## src/rtl/signed_value_to_seven_segment_core_defines.svh

```systemverilog
// Assertion helpers used by signed_value_to_seven_segment_core.sv.
`ifndef SIGNED_VALUE_TO_SEVEN_SEGMENT_CORE_DEFINES_SVH
`define SIGNED_VALUE_TO_SEVEN_SEGMENT_CORE_DEFINES_SVH

// Consequent must hold in the same cycle as the antecedent.
`define SV7S_ASSERT_NOW(label, clk, rst, ante, cons) \
   label: assert property (@(posedge clk) disable iff (rst) (ante) |-> (cons)) \
      else $error("sv7s same-cycle check failed");

// Consequent must hold in the cycle after the antecedent.
`define SV7S_ASSERT_NEXT(label, clk, rst, ante, cons) \
   label: assert property (@(posedge clk) disable iff (rst) (ante) |=> (cons)) \
      else $error("sv7s next-cycle check failed");

`endif

```

## src/rtl/sv7s_pkg.sv

```systemverilog
package sv7s_pkg;

   // Display geometry
   localparam int OUT_POSITIONS = 8;
   localparam int SEG_WIDTH     = 7;
   localparam int VALUE_WIDTH   = 32;

   typedef logic [SEG_WIDTH-1:0] sv7s_seg_type;

   // Segment patterns, bit 0 = a .. bit 6 = g
   localparam sv7s_seg_type SEG_BLANK = 7'h00;
   localparam sv7s_seg_type SEG_MINUS = 7'h40;

   // Per-item flags carried down the pipeline
   typedef struct packed {
      logic neg;
      logic over;
   } sv7s_flags_type;

   // Decimal digit to segment pattern; non-decimal codes are blank
   function automatic sv7s_seg_type seg_of(input logic [3:0] digit);
      sv7s_seg_type seg;
      unique case (digit)
         4'd0:    seg = 7'h3F;
         4'd1:    seg = 7'h06;
         4'd2:    seg = 7'h5B;
         4'd3:    seg = 7'h4F;
         4'd4:    seg = 7'h66;
         4'd5:    seg = 7'h6D;
         4'd6:    seg = 7'h7D;
         4'd7:    seg = 7'h07;
         4'd8:    seg = 7'h7F;
         4'd9:    seg = 7'h6F;
         default: seg = SEG_BLANK;
      endcase
      return seg;
   endfunction

endpackage

```

## src/rtl/sv7s_req_if.sv

```systemverilog
interface sv7s_req_if;
   logic                                        valid;
   logic                                        ready;
   logic signed [sv7s_pkg::VALUE_WIDTH-1:0]     value;

   modport source (output valid, output value, input ready);
   modport sink   (input valid, input value, output ready);
endinterface

```

## src/rtl/sv7s_rsp_if.sv

```systemverilog
interface sv7s_rsp_if;
   logic                   valid;
   logic                   ready;
   sv7s_pkg::sv7s_seg_type digit0_segments;
   sv7s_pkg::sv7s_seg_type digit1_segments;
   sv7s_pkg::sv7s_seg_type digit2_segments;
   sv7s_pkg::sv7s_seg_type digit3_segments;
   sv7s_pkg::sv7s_seg_type digit4_segments;
   sv7s_pkg::sv7s_seg_type digit5_segments;
   sv7s_pkg::sv7s_seg_type digit6_segments;
   sv7s_pkg::sv7s_seg_type digit7_segments;
   logic                   overflow_error;

   modport source (
      output valid, input ready,
      output digit0_segments, output digit1_segments, output digit2_segments,
      output digit3_segments, output digit4_segments, output digit5_segments,
      output digit6_segments, output digit7_segments, output overflow_error
   );
   modport sink (
      input valid, output ready,
      input digit0_segments, input digit1_segments, input digit2_segments,
      input digit3_segments, input digit4_segments, input digit5_segments,
      input digit6_segments, input digit7_segments, input overflow_error
   );
endinterface

```

## src/rtl/signed_value_to_seven_segment_core.sv

```systemverilog
// Signed value to seven-segment display patterns.
//
// req_chan carries one signed 32-bit value per item; rsp_chan returns one
// item per request with eight segment patterns (digit0 rightmost, bit 0 =
// segment a) and overflow_error. Digits are right-aligned, a minus sits just
// left of the top digit, unused positions are blank and zero shows all 0s.
// A value needing more than DIGIT_COUNT positions sets overflow_error and
// shows the last magnitude that fitted, without a sign.
//
// The magnitude width W is clog2(10**DIGIT_COUNT), 27 bits at the default
// of 8. Throughput: one item per cycle while rsp_chan.ready is held high,
// set by a fully pipelined shift-and-add-3 converter doing up to four of
// its W bit steps per stage. Every stage has its own valid bit, so a
// stalled receiver only holds the stages that are full; an empty input
// stage keeps req_chan.ready high. Reset empties the pipeline and clears
// the kept magnitude to zero.
`include "signed_value_to_seven_segment_core_defines.svh"

module signed_value_to_seven_segment_core #(
   parameter int DIGIT_COUNT = 8
) (
   input logic         clock,
   input logic         reset,
   sv7s_req_if.sink    req_chan,
   sv7s_rsp_if.source  rsp_chan
);

   localparam int VW             = sv7s_pkg::VALUE_WIDTH;
   localparam int OutPos         = sv7s_pkg::OUT_POSITIONS;
   localparam int MagWidth       = $clog2(10 ** DIGIT_COUNT);
   localparam int StepsPerStage  = 4;
   localparam int StageCount     = (MagWidth + StepsPerStage - 1) / StepsPerStage;
   localparam int BcdWidth       = 4 * DIGIT_COUNT;
   localparam int PadDigits      = (DIGIT_COUNT > OutPos) ? DIGIT_COUNT : OutPos;
   localparam int PadWidth       = 4 * PadDigits;
   localparam logic [VW-1:0] LimitPlain = VW'(10 ** DIGIT_COUNT);
   localparam logic [VW-1:0] LimitNeg   = VW'(10 ** (DIGIT_COUNT - 1));

   // Input and magnitude stages
   logic [VW-1:0]       value_ff;
   logic                s0_valid_ff;
   logic                s0_ready;
   logic [VW-1:0]       mag_ff;
   logic [VW-1:0]       mag_in;
   logic                neg_ff;
   logic                s1_valid_ff;
   logic                s1_ready;

   // Kept magnitude and overflow decision
   logic [MagWidth-1:0] shown_ff;
   logic                over;
   logic                shown_load;

   // Converter pipeline links; index k feeds stage k
   logic [StageCount:0]       stg_valid;
   logic [StageCount:0]       stg_ready;
   logic [BcdWidth-1:0]       stg_bcd   [StageCount+1];
   logic [MagWidth-1:0]       stg_bin   [StageCount+1];
   sv7s_pkg::sv7s_flags_type  stg_flags [StageCount+1];

   // Rendering and result register
   logic [PadWidth-1:0]       digits_pad;
   logic [3:0]                dig     [PadDigits];
   logic [PadDigits-1:0]      nz_above;
   logic [PadDigits-1:0]      nz_prev;
   logic                      nz_run;
   sv7s_pkg::sv7s_seg_type    seg_in  [OutPos];
   sv7s_pkg::sv7s_seg_type    seg_ff  [OutPos];
   logic                      over_ff;
   logic                      rsp_valid_ff;
   logic                      rsp_load_ready;
   logic                      minus_seen;
   logic                      digits_ok;

   // Input register
   assign s0_ready       = !s0_valid_ff || s1_ready;
   assign req_chan.ready = s0_ready;

   always_ff @(posedge clock) begin
      if (reset) begin
         s0_valid_ff <= 1'b0;
      end else if (s0_ready) begin
         s0_valid_ff <= req_chan.valid;
      end
      if (req_chan.valid && s0_ready) begin
         value_ff <= $unsigned(req_chan.value);
      end
   end

   // Magnitude of the two's complement value
   assign mag_in   = value_ff[VW-1] ? (VW'(0) - value_ff) : value_ff;
   assign s1_ready = !s1_valid_ff || stg_ready[0];

   always_ff @(posedge clock) begin
      if (reset) begin
         s1_valid_ff <= 1'b0;
      end else if (s1_ready) begin
         s1_valid_ff <= s0_valid_ff;
      end
      if (s0_valid_ff && s1_ready) begin
         mag_ff <= mag_in;
         neg_ff <= value_ff[VW-1];
      end
   end

   // Overflow check; a minus takes one position
   assign over       = neg_ff ? (mag_ff >= LimitNeg) : (mag_ff >= LimitPlain);
   assign shown_load = s1_valid_ff && stg_ready[0] && !over;

   always_ff @(posedge clock) begin
      if (reset) begin
         shown_ff <= '0;
      end else if (shown_load) begin
         shown_ff <= mag_ff[MagWidth-1:0];
      end
   end

   assign stg_valid[0]      = s1_valid_ff;
   assign stg_bcd[0]        = '0;
   assign stg_bin[0]        = over ? shown_ff : mag_ff[MagWidth-1:0];
   assign stg_flags[0].neg  = neg_ff && !over;
   assign stg_flags[0].over = over;

   // Binary to BCD pipeline
   for (genvar k = 0; k < StageCount; k++) begin : g_stage
      localparam int Steps = (k == StageCount - 1) ?
                             (MagWidth - StepsPerStage * (StageCount - 1)) : StepsPerStage;
      sv7s_dabble_stage #(
         .DIGITS     (DIGIT_COUNT),
         .BIN_WIDTH  (MagWidth),
         .STEP_COUNT (Steps)
      ) u_stage (
         .clock     (clock),
         .reset     (reset),
         .in_valid  (stg_valid[k]),
         .in_ready  (stg_ready[k]),
         .in_bcd    (stg_bcd[k]),
         .in_bin    (stg_bin[k]),
         .in_flags  (stg_flags[k]),
         .out_valid (stg_valid[k+1]),
         .out_ready (stg_ready[k+1]),
         .out_bcd   (stg_bcd[k+1]),
         .out_bin   (stg_bin[k+1]),
         .out_flags (stg_flags[k+1])
      );
   end

   // Digit positions: nz_above marks positions at or below the top digit
   assign digits_pad = PadWidth'(stg_bcd[StageCount]);
   assign nz_prev    = {nz_above[PadDigits-2:0], 1'b0};

   always_comb begin
      nz_run = 1'b0;
      for (int i = PadDigits - 1; i >= 0; i--) begin
         dig[i]      = digits_pad[4*i +: 4];
         nz_run      = nz_run || (dig[i] != 4'd0);
         nz_above[i] = nz_run;
      end
   end

   // Segment patterns per position
   always_comb begin
      for (int i = 0; i < OutPos; i++) begin
         seg_in[i] = sv7s_pkg::SEG_BLANK;
         if (i < DIGIT_COUNT) begin
            if (!nz_above[0]) begin
               seg_in[i] = sv7s_pkg::seg_of(4'd0);
            end else if (nz_above[i]) begin
               seg_in[i] = sv7s_pkg::seg_of(dig[i]);
            end else if (stg_flags[StageCount].neg && nz_prev[i]) begin
               seg_in[i] = sv7s_pkg::SEG_MINUS;
            end
         end
      end
   end

   // Result register
   assign rsp_load_ready        = !rsp_valid_ff || rsp_chan.ready;
   assign stg_ready[StageCount] = rsp_load_ready;

   always_ff @(posedge clock) begin
      if (reset) begin
         rsp_valid_ff <= 1'b0;
      end else if (rsp_load_ready) begin
         rsp_valid_ff <= stg_valid[StageCount];
      end
      if (stg_valid[StageCount] && rsp_load_ready) begin
         seg_ff  <= seg_in;
         over_ff <= stg_flags[StageCount].over;
      end
   end

   assign rsp_chan.valid           = rsp_valid_ff;
   assign rsp_chan.digit0_segments = seg_ff[0];
   assign rsp_chan.digit1_segments = seg_ff[1];
   assign rsp_chan.digit2_segments = seg_ff[2];
   assign rsp_chan.digit3_segments = seg_ff[3];
   assign rsp_chan.digit4_segments = seg_ff[4];
   assign rsp_chan.digit5_segments = seg_ff[5];
   assign rsp_chan.digit6_segments = seg_ff[6];
   assign rsp_chan.digit7_segments = seg_ff[7];
   assign rsp_chan.overflow_error  = over_ff;

   // Check helpers
   always_comb begin
      minus_seen = 1'b0;
      for (int i = 0; i < OutPos; i++) begin
         minus_seen = minus_seen || (seg_ff[i] == sv7s_pkg::SEG_MINUS);
      end
      digits_ok = 1'b1;
      for (int d = 0; d < DIGIT_COUNT; d++) begin
         digits_ok = digits_ok && (stg_bcd[StageCount][4*d +: 4] <= 4'd9);
      end
   end

   `SV7S_ASSERT_NOW(a_shown_fits, clock, reset, 1'b1, VW'(shown_ff) < LimitPlain)
   `SV7S_ASSERT_NEXT(a_shown_held, clock, reset, !shown_load, $stable(shown_ff))
   `SV7S_ASSERT_NOW(a_over_unsigned, clock, reset, rsp_valid_ff && over_ff, !minus_seen)
   `SV7S_ASSERT_NOW(a_bcd_decimal, clock, reset, stg_valid[StageCount], digits_ok)

endmodule

```

## src/rtl/sv7s_dabble_stage.sv

```systemverilog
// One pipeline stage of the shift-and-add-3 binary to BCD conversion.
// The stage registers its input and applies STEP_COUNT steps on the way out.
module sv7s_dabble_stage #(
   parameter int DIGITS     = 8,
   parameter int BIN_WIDTH  = 27,
   parameter int STEP_COUNT = 4
) (
   input  logic                     clock,
   input  logic                     reset,
   input  logic                     in_valid,
   output logic                     in_ready,
   input  logic [4*DIGITS-1:0]      in_bcd,
   input  logic [BIN_WIDTH-1:0]     in_bin,
   input  sv7s_pkg::sv7s_flags_type in_flags,
   output logic                     out_valid,
   input  logic                     out_ready,
   output logic [4*DIGITS-1:0]      out_bcd,
   output logic [BIN_WIDTH-1:0]     out_bin,
   output sv7s_pkg::sv7s_flags_type out_flags
);

   localparam int BcdWidth  = 4 * DIGITS;
   localparam int WorkWidth = BcdWidth + BIN_WIDTH;

   logic                     valid_ff;
   logic [BcdWidth-1:0]      bcd_ff;
   logic [BIN_WIDTH-1:0]     bin_ff;
   sv7s_pkg::sv7s_flags_type flags_ff;
   logic [WorkWidth-1:0]     work;

   // Stage holds when full and downstream is stalled
   assign in_ready = !valid_ff || out_ready;

   always_ff @(posedge clock) begin
      if (reset) begin
         valid_ff <= 1'b0;
      end else if (in_ready) begin
         valid_ff <= in_valid;
      end
      if (in_valid && in_ready) begin
         bcd_ff   <= in_bcd;
         bin_ff   <= in_bin;
         flags_ff <= in_flags;
      end
   end

   // Adjust each nibble of 5 or more by 3, then shift one bit in
   always_comb begin
      work = {bcd_ff, bin_ff};
      for (int s = 0; s < STEP_COUNT; s++) begin
         for (int d = 0; d < DIGITS; d++) begin
            if (work[BIN_WIDTH + 4*d +: 4] >= 4'd5) begin
               work[BIN_WIDTH + 4*d +: 4] = work[BIN_WIDTH + 4*d +: 4] + 4'd3;
            end
         end
         work = work << 1;
      end
   end

   assign out_valid = valid_ff;
   assign out_bcd   = work[WorkWidth-1 -: BcdWidth];
   assign out_bin   = work[BIN_WIDTH-1:0];
   assign out_flags = flags_ff;

endmodule
```

## src/flat_wrapper.sv

```systemverilog
// flat-port wrapper written by rule: the top's interface ports become plain ports
module signed_value_to_seven_segment_core_flat 
#(
   parameter int DIGIT_COUNT = 8
)
  (clock, reset, req_chan_valid, req_chan_value, req_chan_ready, rsp_chan_valid, rsp_chan_ready, rsp_chan_digit0_segments, rsp_chan_digit1_segments, rsp_chan_digit2_segments, rsp_chan_digit3_segments, rsp_chan_digit4_segments, rsp_chan_digit5_segments, rsp_chan_digit6_segments, rsp_chan_digit7_segments, rsp_chan_overflow_error);
  sv7s_req_if req_chan_i ();
  sv7s_rsp_if rsp_chan_i ();
  input logic clock;
  input logic reset;
  input wire logic [$bits(req_chan_i.valid)-1:0] req_chan_valid;
  input wire logic [$bits(req_chan_i.value)-1:0] req_chan_value;
  output wire logic [$bits(req_chan_i.ready)-1:0] req_chan_ready;
  output wire logic [$bits(rsp_chan_i.valid)-1:0] rsp_chan_valid;
  input wire logic [$bits(rsp_chan_i.ready)-1:0] rsp_chan_ready;
  output wire logic [$bits(rsp_chan_i.digit0_segments)-1:0] rsp_chan_digit0_segments;
  output wire logic [$bits(rsp_chan_i.digit1_segments)-1:0] rsp_chan_digit1_segments;
  output wire logic [$bits(rsp_chan_i.digit2_segments)-1:0] rsp_chan_digit2_segments;
  output wire logic [$bits(rsp_chan_i.digit3_segments)-1:0] rsp_chan_digit3_segments;
  output wire logic [$bits(rsp_chan_i.digit4_segments)-1:0] rsp_chan_digit4_segments;
  output wire logic [$bits(rsp_chan_i.digit5_segments)-1:0] rsp_chan_digit5_segments;
  output wire logic [$bits(rsp_chan_i.digit6_segments)-1:0] rsp_chan_digit6_segments;
  output wire logic [$bits(rsp_chan_i.digit7_segments)-1:0] rsp_chan_digit7_segments;
  output wire logic [$bits(rsp_chan_i.overflow_error)-1:0] rsp_chan_overflow_error;
  assign req_chan_i.valid = req_chan_valid;
  assign req_chan_i.value = req_chan_value;
  assign req_chan_ready = req_chan_i.ready;
  assign rsp_chan_valid = rsp_chan_i.valid;
  assign rsp_chan_i.ready = rsp_chan_ready;
  assign rsp_chan_digit0_segments = rsp_chan_i.digit0_segments;
  assign rsp_chan_digit1_segments = rsp_chan_i.digit1_segments;
  assign rsp_chan_digit2_segments = rsp_chan_i.digit2_segments;
  assign rsp_chan_digit3_segments = rsp_chan_i.digit3_segments;
  assign rsp_chan_digit4_segments = rsp_chan_i.digit4_segments;
  assign rsp_chan_digit5_segments = rsp_chan_i.digit5_segments;
  assign rsp_chan_digit6_segments = rsp_chan_i.digit6_segments;
  assign rsp_chan_digit7_segments = rsp_chan_i.digit7_segments;
  assign rsp_chan_overflow_error = rsp_chan_i.overflow_error;
  signed_value_to_seven_segment_core #(.DIGIT_COUNT(DIGIT_COUNT)) u_core (.clock(clock), .reset(reset), .req_chan(req_chan_i), .rsp_chan(rsp_chan_i));
endmodule
```

## config.mk

```make
export PLATFORM = sky130hd
export DESIGN_NAME = signed_value_to_seven_segment_core_flat
export DESIGN_NICKNAME = d
export VERILOG_FILES = /design/src/rtl/sv7s_pkg.sv /design/src/rtl/sv7s_req_if.sv /design/src/rtl/sv7s_rsp_if.sv /design/src/rtl/signed_value_to_seven_segment_core.sv /design/src/rtl/sv7s_dabble_stage.sv /design/src/flat_wrapper.sv
export VERILOG_INCLUDE_DIRS = /design/src /design/src/rtl
export SDC_FILE = /design/constraint.sdc
export NUM_CORES = 1
export LEC_CHECK = 0
export BUFFER_PORTS_ARGS = -buffer_cell sky130_fd_sc_hd__buf_2
export CAP_MARGIN = 30
export CORE_MARGIN = 5
export CORE_UTILIZATION = 45
export CTS_CLUSTER_DIAMETER = 60
export CTS_CLUSTER_SIZE = 12
export DETAILED_ROUTE_END_ITERATION = 10
export HOLD_SLACK_MARGIN = 0.08
export PLACE_DENSITY_LB_ADDON = 0.2
export SLEW_MARGIN = 30
export SYNTH_ARGS = -nofsm -noshare
export SYNTH_HDL_FRONTEND = slang
export SYNTH_SLANG_ARGS = --single-unit
```

## constraint.sdc

```tcl
create_clock -name clock -period 9.5 [get_ports clock]
set_input_delay 2.85 -clock clock [delete_from_list [all_inputs] [get_ports clock]]
set_output_delay 2.85 -clock clock [all_outputs]
set_load 0.05 [all_outputs]
```

[Word level (Yosys, flattened, before mapping)]
Memory sizes are Yosys's and may differ from the RTL's. A register that Yosys moved wholly into a read port is not among the register bits.
Cells that the tools add are included.
Storage, ports and cells
  flip-flop bits (word level): 439
  memory bits (read-only): 896
  input bits: 36
  output and inout bits: 59
  logic and storage cells: 676
  memories kept: 8
Memories
  (name not given): words 16, bits a word 7, read ports 1, clocked after Yosys merged registers in 1, wr ports 0, line sv7s_pkg.sv:23  | unique case (digit)
  (name not given): words 16, bits a word 7, read ports 1, clocked after Yosys merged registers in 0, wr ports 0, line sv7s_pkg.sv:23
  (name not given): words 16, bits a word 7, read ports 1, clocked after Yosys merged registers in 0, wr ports 0, line sv7s_pkg.sv:23
  (name not given): words 16, bits a word 7, read ports 1, clocked after Yosys merged registers in 0, wr ports 0, line sv7s_pkg.sv:23
  (name not given): words 16, bits a word 7, read ports 1, clocked after Yosys merged registers in 0, wr ports 0, line sv7s_pkg.sv:23
  (name not given): words 16, bits a word 7, read ports 1, clocked after Yosys merged registers in 0, wr ports 0, line sv7s_pkg.sv:23
  +2 memories
Cells by class
  $add $sub $neg: 181
  order comparisons: 182
  muxes and demuxes: 197
  reductions and logical operators: 56
Operator list (count)
  4-bit by 3-bit >= comparator with 1-bit output, second input constant: 172
  4-bit by 2-bit adder with 4-bit output, second input constant: 154
  4-bit 2-to-1 mux: 154
  7-bit 2-to-1 mux: 14
  3-bit 2-to-1 mux: 24
  3-bit by 2-bit adder with 3-bit output, second input constant: 18
  32-bit by 24-bit >= comparator with 1-bit output, second input constant: 1
  32-bit by 27-bit >= comparator with 1-bit output, second input constant: 1
  4-bit nonzero test: 8
  1-bit by 32-bit subtractor with 32-bit output, first input constant: 1
  31-bit 2-to-1 mux: 1
  27-bit 2-to-1 mux: 1
  1-bit by 2-bit adder with 3-bit output, both inputs constant: 7
  1-bit by 3-bit >= comparator with 1-bit output, both inputs constant: 7
  1-bit logical AND: 19
  1-bit logical OR: 17
  1-bit zero test: 12
  1-bit by 2-bit adder with 3-bit output, second input constant: 1
  1-bit by 3-bit >= comparator with 1-bit output, second input constant: 1
  1-bit 2-to-1 mux: 3

[Longest topological paths before layout]
  word-level depth: 17
  gate-level depth with buffers: 26
  gate-level depth less buffers: 24

[Modules after synthesis]
From an unflattened synthesis, not the netlist that was laid out.
Unflattened totals
  cell total of the unflattened synthesis: 5656
  area total of the unflattened synthesis: 50880.0 µm²
By module, submodules not included
  sv7s_dabble_stage at u_core.g_stage[0].u_stage ...: instances 6, cells an instance 759, area an instance 6443.7 µm², sequential area each 1851.8 µm²
  signed_value_to_seven_segment_core: instances 1, cells an instance 680, area an instance 7867.5 µm², sequential area each 4264.1 µm²
  sv7s_dabble_stage at u_core.g_stage[6].u_stage: instances 1, cells an instance 422, area an instance 4350.4 µm², sequential area each 1851.8 µm²

[Worst setup path before layout]
Ideal clock, no wire load.
  path kind: in2out
  start point: in rsp_chan_ready
  end point: out req_chan_ready
  arrival: 4467 ps
  required time: 6650 ps
  setup slack: 2183 ps
  stages: 7
  path buffers: 1
  path through: nor2b_1 and3_1 and3_1 clkbuf_1 nand3_1 nor2_1 nand3_1
On the way
  longest elaborated chain between the ends: 10
RTL lines
  from (decl): line flat_wrapper.sv:15  | input wire logic [$bits(rsp_chan_i.ready)-1:0] rsp_chan_ready;
  1-bit logical OR: line signed_value_to_seven_segment_core.sv:178  | assign rsp_load_ready = !rsp_valid_ff || rsp_chan.ready;
  1-bit logical OR (7 in series): line sv7s_dabble_stage.sv:32  | assign in_ready = !valid_ff || out_ready;
  1-bit logical OR: line signed_value_to_seven_segment_core.sv:92  | assign s1_ready = !s1_valid_ff || stg_ready[0];
  1-bit logical OR: line signed_value_to_seven_segment_core.sv:76  | assign s0_ready = !s0_valid_ff || s1_ready;
  to (decl): line flat_wrapper.sv:13  | output wire logic [$bits(req_chan_i.ready)-1:0] req_chan_ready;
No other way between the ends.

[Final worst setup path]
Ends and elaborated chain as after synthesis.

==> impl_metrics.ini <==
[outcome]
status = completed

[clock_tree]
root_buffer = clkbuf_16
worstSkewPairLatency_ns = 0.59
htreeDepth = 2
clock-sinks = 386
cts_setup_buffers = 0
cts.reportedPaths.clkPinSlew_ns = 0.06
cts_tree = built
hold_buffers = 0
numCtsBuffers = 44
cts_resized = 0
cts.path.max_buffers = 3

[floorplanning]
initial_core_util_pct = 45.60
io_pins = 95
die_w_um = 249.7
rows = 87
die_height_um = 249.7
design.die.area_sq_um = 62370
core_sq_um = 56710

[synthesis]
synth-simple-area-share_pct = 13.76
ys_types = 75
yosysSeqAreaShare_pct = 43.39
synth_warnings = 0
synth_top_area_share_pct = 40.52
synth_compound_area_share_pct = 13.17
ys_ff_latch = 386
synth_top_area_cell = edfxtp_1
synthMuxAreaShare_pct = 8.582
synth_nets = 2858
synth_edf_count = 349
synthFlopType = edfxtp_1
synthCells = 2565
synth_top_family_by_area = simple AND/OR/NAND/NOR gates
synth_xor_area_share_pct = 4.572
synth.most_common_cell = edfxtp_1
synthArstFlopShare_pct = 0
synth.area.top_cells = edfxtp_1 (41%), ha_1 (12%), mux2i_1 (5.7%), nand2_1 (4.1%), xnor2_1 (4.1%)
yosys-top-cells-count = edfxtp_1 (349), nand2_1 (285), ha_1 (257)
synth_fa_ha_area_share_pct = 12.43
syn-mean-instance-area_sq_um = 10.08
synth.cell_area_sq_um = 25860

[worst_setup_path]
path_class = primary input to primary output
crit_required_ns = 6.65
reg2reg_to = u_core.rsp_chan.digit3_segments[5]
worstSetupStartpointType = primary input
end_kind = primary output
crit_path_max_fanout = 7
reg2reg_slack_ns = 3.51
r2r_cells = 20
critPathArrivalTime_ns = 4.96
r2r-start = u_core.g_stage[6].u_stage.bcd_ff[8]

[cells_and_area]
drive_gt1_share_pct = 9.996
seq_area_sq_um = 11220
area_growth_pct = 11.33
fin_nets = 2979
multiInputGateArea_sq_um = 13670
fin_util_pct = 50.77
fillers = 5023
diodes = 0

[grt]
antenna_found_initial = 0
overflow = 0
grt_pass1_vias = 17810
grt_max_degree = 58
grt_pass1_wl_um = 75850
grt_usage_pct = 13.59

[route]
via_per_inst = 5.171
m1WireLength_um = 17930
drc = 0
dr_wl_met2_um = 23090
met3WireLength_um = 1355
drt_wl_total_um = 43310
first_iter_violations = 732
num_vias = 17980
wl_per_cell_um = 12.46
antenna_left = 0
maxUsedRoutingLayer = met4
drt-pass1-iter-count = 6

[worst_hold_path]
hold_depth = 0
hp-class = flip-flop to flip-flop
hold_end = u_core.g_stage[1].u_stage.bin_ff[19]
min_from = u_core.g_stage[0].u_stage.bin_ff[15]

[timing]
hold_violations = 0
fin_crit_sh_pct = 82.21
worstMarginPinSlew_ns = 0.8893
worst_slew_margin_rel_pct = 40.71
rsz0062_at_grt = no
max_freq_ghz = 0.1280
setup_viol = 0
skew_ns = 0.03215
finalSetupTns_ns = 0
period_needed_ns = 7.810
final-max-slew-violation-count = 0

[run]
max-cap-violations = 0

[pwr]
vdd.ir_drop.worst_mv = 0.1487
power.density_nw_per_um2 = 130.1
power_leakage_uw = 0.01197

[place]
place_congestion = 0.8318
place_hpwl_um = 32650
io_buffers = 94
[metrics by stage]
stage / setup slack (ns) / power, uW / hold WS [ns] / instances / cell area [sq um]
global placement: 1.759 / 2101 / 0.4006 / 3391 / 27270
floorplan: 2.183 / 2068 / 0.4003 / 2565 / 25860
CTS: 1.694 / 3810 / 0.4120 / 3474 / 28740
detailed placement: 1.722 / 2111 / 0.4045 / 3393 / 27300
global route: 1.501 / 3902 / 0.4189 / 3477 / 28790
finish: 1.690 / 3747 / 0.4120 / 3477 / 28790
[how the worst max path moves through the flow]
stage	from	to	slack, ns	cells after the start
after floorplan	rsp_chan_ready	req_chan_ready	2.18	7
after global placement	rsp_chan_ready	req_chan_ready	1.76	9
after detailed placement	rsp_chan_ready	req_chan_ready	1.72	9
after CTS	rsp_chan_ready	req_chan_ready	1.69	9
after global routing	rsp_chan_ready	req_chan_ready	1.50	9
final	rsp_chan_ready	req_chan_ready	1.69	9
[cell families after synthesis]
logic type,count (synthesis)
AND/OR/NAND/NOR,744
flip-flops,386
buffers and inverters,275
AO/OA/AOI/OAI,555
XOR/XNOR,135
multiplexers,213
adder cells (fa/ha/maj),257
[placed cells by master, fill, tap and decap left out, types with 6 or more instances in the layout]
master / synthesis / layout
a31oi_1: 15 / 13
o21bai_1: 10 / 10
o31ai_1: 12 / 12
mux2_2: 64 / 64
mux2i_1: 147 / 147
a21o_1: 26 / 26
dfxtp_1: 37 / 37
edfxtp_1: 349 / 349
and3_1: 11 / 11
nand2_1: 285 / 284
a21boi_0: 18 / 14
nor3_1: 25 / 24
a21oi_1: 194 / 194
o21ai_0: 146 / 146
nor2_1: 161 / 160
nand4_1: 7 / 7
nand2b_1: 77 / 77
xnor2_1: 122 / 122
o22ai_1: 7 / 7
a211o_1: 8 / 8
buf_4: 1 / 8
or3_1: 20 / 19
nand3_1: 23 / 23
nor3b_1: 38 / 38
or2_2: 7 / 7
buf_2: 1 / 94
inv_1: 243 / 242
a211oi_1: 26 / 26
clkbuf_1: 23 / 19
o211ai_1: 15 / 15
and2_1: 15 / 15
xor2_1: 13 / 13
clkbuf_16: 0 / 44
or4_1: 6 / 6
nor2b_1: 54 / 51
ha_1: 257 / 257
o21a_1: 23 / 23
[worst max-delay path: stages]
cell and delay, ns:
buf_2 0.10, nor2b_1 0.45, and3_1 0.41, and3_1 0.37, nand3_1 0.14, nor2_1 0.11, buf_4 0.19, nand3_1 0.11
buf_2 0.23
[area by class of cell]
cell class                      instances  area share (%)
Multi-Input combinational cell       1904           47.47
Sequential cell                       386           38.97
Clock buffer                           63           4.072
Tap cell                              756           3.285
Inverter                              243           3.168
Timing Repair Buffer                  107           2.121
Clock inverter                         18          0.9126
[sequential cells by signal (all words and copies together) (netlist names), 7 cells and up]
| name | cells |
|---|---|
| u_core.rsp_chan.digit4_segments | 7 |
| u_core.shown_ff | 27 |
| u_core.rsp_chan.digit5_segments | 7 |
| u_core.rsp_chan.digit2_segments | 7 |
| u_core.g_stage.u_stage.bcd_ff | 108 |
| u_core.value_ff | 32 |
| u_core.rsp_chan.digit1_segments | 7 |
| u_core.g_stage.u_stage.out_flags | 14 |
| u_core.rsp_chan.digit0_segments | 7 |
| u_core.rsp_chan.digit3_segments | 7 |
| u_core.rsp_chan.digit7_segments | 7 |
| u_core.g_stage.u_stage.bin_ff | 105 |
| u_core.g_stage.u_stage.out_valid | 7 |
| u_core.rsp_chan.digit6_segments | 7 |
| u_core.mag_ff | 32 |
[layer usage]
metal | GRT usage [%] | up-vias
met4 | 4.061 | 0
li1 | - | 9335
met5 | 0 | -
met3 | 2.186 | 65
met1 | 14.57 | 8404
met2 | 27.07 | 175
[report_power, final]
part | switching, uW | internal, uW
Combinational | 99.4 | 81.7
Clock | 710 | 962
Sequential | 19.6 | 1870
Power figures use the tool's default switching activity.
